$ cat src/rtl/alid_pkg.sv
// ----------------------------------------------------------------------------
// alid_pkg
// Shared types, codes and the microcode ROM for the array list unit.
// ----------------------------------------------------------------------------
package alid_pkg;

    localparam int ALID_CAPACITY = 128;

    localparam int VALUE_W  = 32;
    localparam int CMD_W    = 3;
    localparam int POS_W    = 7;
    localparam int STATUS_W = 2;
    localparam int COUNT_W  = 8;

    typedef enum logic [CMD_W-1:0] {
        CMD_APPEND       = 3'd0,
        CMD_INSERT_AT    = 3'd1,
        CMD_REMOVE_AT    = 3'd2,
        CMD_REMOVE_FIRST = 3'd3,
        CMD_REMOVE_LAST  = 3'd4,
        CMD_READ_AT      = 3'd5,
        CMD_READ_FIRST   = 3'd6,
        CMD_READ_LAST    = 3'd7
    } cmd_t;

    typedef enum logic [STATUS_W-1:0] {
        ST_OK     = 2'd0,
        ST_FULL   = 2'd1,
        ST_EMPTY  = 2'd2,
        ST_BADPOS = 2'd3
    } status_t;

    // microcode program counter
    typedef enum logic [3:0] {
        STEP_IDLE      = 4'd0,
        STEP_INS_PRIME = 4'd1,
        STEP_INS_LOOP  = 4'd2,
        STEP_INS_PUT   = 4'd3,
        STEP_RM_PRIME  = 4'd4,
        STEP_RM_CAPT   = 4'd5,
        STEP_RM_LOOP   = 4'd6,
        STEP_RM_DONE   = 4'd7,
        STEP_RD_PRIME  = 4'd8,
        STEP_RD_CAPT   = 4'd9,
        STEP_EMIT      = 4'd10
    } step_t;

    // read address is relative to the next pointer value
    typedef enum logic [1:0] {
        RD_PTR = 2'd0,
        RD_DN  = 2'd1,
        RD_UP  = 2'd2
    } rd_sel_t;

    typedef enum logic [1:0] {
        WR_NONE  = 2'd0,
        WR_SHIFT = 2'd1,
        WR_NEW   = 2'd2
    } wr_sel_t;

    typedef enum logic [1:0] {
        PTR_HOLD = 2'd0,
        PTR_INC  = 2'd1,
        PTR_DEC  = 2'd2
    } ptr_op_t;

    typedef enum logic [1:0] {
        CNT_HOLD = 2'd0,
        CNT_INC  = 2'd1,
        CNT_DEC  = 2'd2
    } cnt_op_t;

    // a taken condition jumps and suppresses the step's datapath ops
    typedef enum logic [2:0] {
        COND_NONE       = 3'd0,
        COND_DISPATCH   = 3'd1,
        COND_PTR_EQ_POS = 3'd2,
        COND_PTR_LAST   = 3'd3,
        COND_OUT_BUSY   = 3'd4
    } cond_t;

    typedef struct packed {
        logic    accept;
        logic    rd_en;
        rd_sel_t rd_sel;
        wr_sel_t wr_sel;
        ptr_op_t ptr_op;
        cnt_op_t cnt_op;
        logic    cap;
        logic    load_new;
        logic    emit;
        cond_t   cond;
        step_t   jump;
        step_t   next;
    } ctrl_word_t;

    typedef struct packed {
        logic in_valid;
        logic ptr_eq_pos;
        logic ptr_last;
        logic out_busy;
    } alid_flags_t;

    typedef struct packed {
        ctrl_word_t cw;
        logic       run;
    } seq_out_t;

    function automatic ctrl_word_t ucode(step_t s);
        ctrl_word_t w;
        w.accept   = 1'b0;
        w.rd_en    = 1'b0;
        w.rd_sel   = RD_PTR;
        w.wr_sel   = WR_NONE;
        w.ptr_op   = PTR_HOLD;
        w.cnt_op   = CNT_HOLD;
        w.cap      = 1'b0;
        w.load_new = 1'b0;
        w.emit     = 1'b0;
        w.cond     = COND_NONE;
        w.jump     = STEP_IDLE;
        w.next     = STEP_IDLE;
        case (s)
            STEP_IDLE:
            begin
                w.accept = 1'b1;
                w.cond   = COND_DISPATCH;
                w.next   = STEP_IDLE;
            end
            STEP_INS_PRIME:
            begin
                w.rd_en  = 1'b1;
                w.rd_sel = RD_DN;
                w.next   = STEP_INS_LOOP;
            end
            STEP_INS_LOOP:
            begin
                w.rd_en  = 1'b1;
                w.rd_sel = RD_DN;
                w.wr_sel = WR_SHIFT;
                w.ptr_op = PTR_DEC;
                w.cond   = COND_PTR_EQ_POS;
                w.jump   = STEP_INS_PUT;
                w.next   = STEP_INS_LOOP;
            end
            STEP_INS_PUT:
            begin
                w.wr_sel   = WR_NEW;
                w.cnt_op   = CNT_INC;
                w.load_new = 1'b1;
                w.next     = STEP_EMIT;
            end
            STEP_RM_PRIME:
            begin
                w.rd_en  = 1'b1;
                w.rd_sel = RD_PTR;
                w.next   = STEP_RM_CAPT;
            end
            STEP_RM_CAPT:
            begin
                w.cap    = 1'b1;
                w.rd_en  = 1'b1;
                w.rd_sel = RD_UP;
                w.next   = STEP_RM_LOOP;
            end
            STEP_RM_LOOP:
            begin
                w.rd_en  = 1'b1;
                w.rd_sel = RD_UP;
                w.wr_sel = WR_SHIFT;
                w.ptr_op = PTR_INC;
                w.cond   = COND_PTR_LAST;
                w.jump   = STEP_RM_DONE;
                w.next   = STEP_RM_LOOP;
            end
            STEP_RM_DONE:
            begin
                w.cnt_op = CNT_DEC;
                w.next   = STEP_EMIT;
            end
            STEP_RD_PRIME:
            begin
                w.rd_en  = 1'b1;
                w.rd_sel = RD_PTR;
                w.next   = STEP_RD_CAPT;
            end
            STEP_RD_CAPT:
            begin
                w.cap  = 1'b1;
                w.next = STEP_EMIT;
            end
            STEP_EMIT:
            begin
                w.emit = 1'b1;
                w.cond = COND_OUT_BUSY;
                w.jump = STEP_EMIT;
                w.next = STEP_IDLE;
            end
            default:
            begin
                w.next = STEP_IDLE;
            end
        endcase
        return w;
    endfunction

endpackage

$ cat src/rtl/alid_seq.sv
// ----------------------------------------------------------------------------
// alid_seq
// Microcode sequencer: step counter, control ROM and jump condition select.
// ----------------------------------------------------------------------------
module alid_seq
    import alid_pkg::*;
(
    input  logic        clk,
    input  logic        rst_n,
    input  alid_flags_t flags,
    input  step_t       dispatch_step,
    output seq_out_t    ctl
);

    step_t      step_reg;
    step_t      step_next;
    ctrl_word_t cw;
    logic       take;

    assign cw = ucode(step_reg);

    always_comb
    begin
        case (cw.cond)
            COND_NONE:       take = 1'b0;
            COND_DISPATCH:   take = flags.in_valid;
            COND_PTR_EQ_POS: take = flags.ptr_eq_pos;
            COND_PTR_LAST:   take = flags.ptr_last;
            COND_OUT_BUSY:   take = flags.out_busy;
            default:         take = 1'b0;
        endcase
    end

    // next step
    always_comb
    begin
        if (!take)
            step_next = cw.next;
        else if (cw.cond == COND_DISPATCH)
            step_next = dispatch_step;
        else
            step_next = cw.jump;
    end

    // outputs
    always_comb
    begin
        ctl.cw  = cw;
        ctl.run = !take;
    end

    always_ff @(posedge clk or negedge rst_n)
    begin
        if (!rst_n)
            step_reg <= STEP_IDLE;
        else
            step_reg <= step_next;
    end

endmodule

$ cat config.mk
export PLATFORM = sky130hd
export DESIGN_NAME = alid_seq
export DESIGN_NICKNAME = d
export VERILOG_FILES = /design/src/rtl/alid_pkg.sv /design/src/rtl/alid_seq.sv
export SDC_FILE = /design/constraint.sdc
export NUM_CORES = 1
export LEC_CHECK = 0
export BUFFER_PORTS_ARGS = -buffer_cell sky130_fd_sc_hd__buf_2
export CAP_MARGIN = 10
export CELL_PAD_IN_SITES_DETAIL_PLACEMENT = 0
export CELL_PAD_IN_SITES_GLOBAL_PLACEMENT = 1
export CORE_MARGIN = 8
export CORE_UTILIZATION = 23
export DETAILED_ROUTE_END_ITERATION = 6
export GPL_ROUTABILITY_DRIVEN = 0
export GPL_TIMING_DRIVEN = 0
export PLACE_DENSITY_LB_ADDON = 0.1
export SLEW_MARGIN = 25
export SYNTH_ARGS = -nofsm -noshare
export SYNTH_HDL_FRONTEND = slang
export SYNTH_SLANG_ARGS = --single-unit
$ cat constraint.sdc
create_clock -name clk -period 1.5 [get_ports clk]
set_clock_uncertainty 0.05 [all_clocks]
set_input_delay 0 -clock clk [delete_from_list [all_inputs] [get_ports clk]]
set_output_delay 0 -clock clk [all_outputs]
set_load 0.02 [all_outputs]
Yosys cells after proc, flatten, opt, wreduce, memory -nomap -nowiden

Cells that the tools add are included.

Register bits: 4
Input port bits: 10
Output and inout port bits: 25
Logic and storage cells: 37

Eq/ne operators: 14
Muxes and demuxes: 14
Reductions and logical operators: 8

Operator list:

| cell                                                             | count |
|---|---|
| 4-bit one-hot mux with 5 select lines                            | 1 |
| 4-bit by 3-bit == test with 1-bit output (second input constant) | 4 |
| 4-bit == test (second input constant)                            | 3 |
| 2-bit one-hot mux with 2 select lines                            | 3 |
| 3-bit one-hot mux with 4 select lines                            | 1 |
| 4-bit one-hot mux with 3 select lines                            | 1 |
| 2-bit OR reduction                                               | 5 |
| 3-bit one-hot mux with 3 select lines                            | 1 |
| 4-bit by 2-bit == test with 1-bit output (second input constant) | 2 |
| 4-bit two-way mux                                                | 2 |
| 3-bit by 2-bit == test with 1-bit output (second input constant) | 2 |
| 4-bit by 1-bit == test with 1-bit output (second input constant) | 1 |
| 4-bit logical NOT                                                | 1 |
| 1-bit two-way mux                                                | 4 |
| 1-bit one-hot mux with 4 select lines                            | 1 |
| 3-bit by 1-bit == test with 1-bit output (second input constant) | 1 |
| 3-bit == test (second input constant)                            | 1 |
| 3-bit OR reduction                                               | 1 |
| 1-bit logical NOT                                                | 1 |

Logic depth before layout (Yosys ltp)

Depth in word-level cells: 5
Mapped depth: 6

Least setup slack after synthesis

No wires, ideal clock.

Path kind: register to register
Start point: reg step_reg[3]
End point: reg step_reg[1]
Library setup time: 125 ps
Arrival time: 1520 ps
Required time: 1325 ps
Setup slack: -195 ps
Cell stages (with the launch flop): 6
Buffers on the path: 1
Period minus slack after synthesis: 1695 ps
Cell sequence: dfrtp_1 > buf_6 > and2_4 > a22o_1 > a22oi_4 > mux2_4

Cells in the longest elaborated chain, start to end: 5
Elaborated cells on any way between the ends: 24

Ends and longest elaborated chain:

| item                                                                              | line                           | source |
|---|---|---|
| from (decl)                                                                       | alid_seq.sv:15                 | `step_t step_reg;` |
| from (signal assigned)                                                            | alid_seq.sv:57                 | `step_reg <= step_next;` |
| 4-bit == test, or another cell as far along                                       | alid_pkg.sv:123                | `case (s)` |
| 3-bit one-hot mux with 4 select lines                                             | alid_pkg.sv:123                |  |
| 3-bit == test, or another cell as far along                                       | alid_seq.sv:24                 | `case (cw.cond)` |
| 1-bit one-hot mux with 4 select lines / 4-bit two-way mux (equally long branches) | alid_seq.sv:24, alid_seq.sv:39 |  |
| 4-bit two-way mux *                                                               | alid_seq.sv:37                 | `if (!take)` |
| via step_next[1]                                                                  | alid_seq.sv:16                 | `step_t step_next;` |

Mark *: on every way through the listed nets, which the timed path passes. The rest lies on a longest branch.

Final worst setup path

Start point: reg step_reg[3]
End point: reg step_reg[2]

The elaborated chain is that of the path after synthesis.

==> metrics.md <==
| Metric | Value |
|---|---|
| Status | `complete, but fails checks` |
| Failing checks | `setup timing` |
| P_int | `1.18 mW` |
| Clock slew at reported path FFs | `0.04 ns` |
| Synth cell types | `25` |
| XOR/XNOR Fraction of Synth Area | `0` |
| Post-Synth Simple-Gate Area | `0.326` |
| Ys flop type | `dfrtp_1` |
| Top cells by area, synth | `dfrtp_1 21%, nor2_1 11%, a21oi_1 6.2%` |
| Lkg Pwr | `0.473 nW` |
| TritonRoute pass-1 iters | `4` |
| Cts bufs inserted | `3` |
| Top cells by count, synth | `14 x nor2_1, 6 x a21oi_1, 5 x nand2_1` |
| Final setup vio count | `8` |
| DRT antenna net count | `0` |
| Synth Warn # | `0` |
| PwrDens | `2710 nW/um^2` |
| Clock latency on the worst-skew pair | `approximately 0.23 ns` |
| Max Slew Vio Count | `0` |
| Initial core utilization | `0.244` |
| Peak VDD IR | `1.12 mV` |
| Worst-Margin Slew | `0.257 ns` |
| Clk pwr share | `0.055` |
| Die height | `61.9 microns` |
| Start of the worst register-to-register path | `step_reg[3]` |
| R2R setup slack | `-0.1 ns` |
| Leading area contributor after synthesis | `dfrtp_1` |
| Final setup margin | `-0.0958 ns` |
| Seq pwr share | `0.090` |
| Switching part of the total | `0.511` |
| Adder-Cell Fraction of Synth Area | `0` |
| DRC viols | `0` |
| Critical path launch point type | `flip-flop` |
| WL/cell | `12.6 microns` |
| Syn Inst Count | `66` |
| Slew margin rel. | `0.828` |
| WP data arrival | `1.66 ns` |
| Root buf cell | `clkbuf_4` |
| Share of the synthesized area in the top cell type | `0.207` |
| Largest family of logic cells by synthesized area | `simple AND/OR/NAND/NOR gates` |
| Register area share after synthesis | `0.207` |
| First-pass GRT wire length | `around 2600 microns` |
| Hold crit path type | `in -> async` |
| Final period util | `1.06` |
| Crit. Startpoint | `step_reg[3]` |
| WP data required | `1.56 ns` |
| Chip Width | `between 60 and 70 microns` |
| Final hold violations | `0` |
| Gr usage total | `0.0894` |
| Crit Path Class | `reg -> reg` |
| Fin nets | `roughly 120` |
| Antenna violations before repair | `0` |
| Fmax | `roughly 630 MHz` |
| Gate power share | `0.856` |
| NetSw | `1.23 mW` |
| Synth-to-layout area growth | `83.7%` |
| N_diodes | `0` |
| Max FO, Critical Path | `7` |
| Most common cell in the synthesized netlist | `nor2_1` |
| Post-Syn Area | `484 sq um` |
| Avg Inst Size Synth | `7.34 sq um` |
| EDFF count, synth | `0` |
| Largest net degree at the start of global routing | `11` |
| Global route overflow | `0` |
| Final std cells w/o fill | `between 100 and 150` |
| Tmin final | `1.60 ns` |
| Port bufs | `34` |
| DPL Wire Length | `1310 microns` |
| Proportion of synthesized area in mux cells | `0.109` |
| Placed Cells | `around 130` |
| Compound-cell area share of the yosys netlist | `0.243` |
| CTS tree | `built` |
| #FFs+latches synth | `4` |
| # Max-Cap Violations | `0` |
| Die Area | `around 3800 sq um` |
| Max reg flops | `4` |
| Vias/cell | `roughly 4.5` |
| RSZ-0062 raised after global routing | `yes` |
| Core Rows | `16` |
| Worst reg2reg endpoint | `step_reg[2]` |
| H-tree Lvls | `1` |
| Max clock buf depth | `2` |
| Initial DRC count | `10` |
| Boundary pin count | `35` |
| Hold slack | `0.0445 ns` |
| Clk sink count | `4` |
| Ratio of cells with drive above 1 in the final layout | `0.655` |
| Core area | `between 1500 and 2000 sq um` |
| Total Wirelength | `between 1500 and 2000 microns` |
| CP Capture Type | `flip-flop` |
| Syn_nets | `76` |
| Vias in the first global route | `609` |
| Reg2reg path depth | `4` |
| Routed via count | `618` |
| FFs w/ async S/R, synth | `1.00` |
-- worst max-delay path by stage --
stage / end / slack, ns / cells past startpoint
floorplan: step_reg[1] / -0.16 / 5
global route: ctl[23] / -0.16 / 4
CTS: step_reg[2] / -0.13 / 5
detailed placement: step_reg[1] / -0.14 / 5
global placement: step_reg[1] / -0.13 / 6
finish: step_reg[2] / -0.1 / 4
-- stage by stage --
stage	util	power, mW	instance area, sq um	TNS (ns)	worst slack (ns)
detailed placement	0.352	1.86	698	-0.280	-0.141
floorplan	-	1.40	494	-0.314	-0.156
global route	0.449	2.59	890	-1.10	-0.160
finish	0.449	2.41	890	-0.467	-0.0958
CTS	0.412	2.21	817	-0.590	-0.131
global placement	0.352	1.86	698	-0.265	-0.134
-- critical path, stage by stage (launching register included) --
cell and delay, ns:
dfrtp_2 0.44, and2_4 0.16, a22o_1 0.23, a22oi_4 0.27, mux2_4 0.32
-- final cells by class --
cell class,instances,area [sq um]
clock buffer,3,22.5
sequential,4,103
buffer,8,67.6
tap,27,33.8
timing repair buffer,42,272
fill,211,1090
multi-input combinational,53,392
-- placed cells by master (no fill, tap or decap), types with 2 or more instances in the layout --
master    synthesis  routed
nor2_1           14      13
buf_4             3      19
nand2b_1          4       2
nand2_1           5       4
buf_2             3      26
a21oi_1           6       4
dfrtp_1           4       2
a21oi_2           0       2
mux2_4            2       2
o21bai_1          3       3
clkbuf_4          0       3
or2_2             2       2
mux2_2            2       2
buf_6             1       2
dfrtp_2           0       2
o22ai_1           2       2
-- metal layers --
metal | wire [microns] | vias up | GRT usage
met1 | 745 | 287 | 0.107
met4 | 0 | 0 | 0.0195
li1 | - | 313 | -
met5 | 0 | - | 0
met2 | 876 | 18 | 0.149
met3 | 99 | 0 | 0.0309
-- power by group through the flow --
stage	Combinational [mW]	Sequential [mW]	Clock (mW)
6_report	2.06	0.216	0.132
5_1_grt	2.23	0.223	0.141
4_1_cts	1.87	0.199	0.137
3_5_place_dp	1.66	0.197	0
3_3_place_gp	1.66	0.197	0
2_1_floorplan	1.21	0.183	0
-- cells by family (layout without fill, tap and decap cells) --
logic type	after synthesis	in the layout
and+or+nand+nor	33	33
AOI/OAI and AO/OA	16	16
buffers and inverters	9	53
muxes	4	4
DFF	4	4
-- repair_timing --
item | in CTS | in global routing
pin swaps | 2 | 4
setup endpoints to repair | 18 | 18
endpoints found under the hold margin | 4 | 0
setup buffers | 6 | 1
hold buffers | 1 | 0
gates resized for setup | 14 | 20
(Power assumes the default switching activity.)
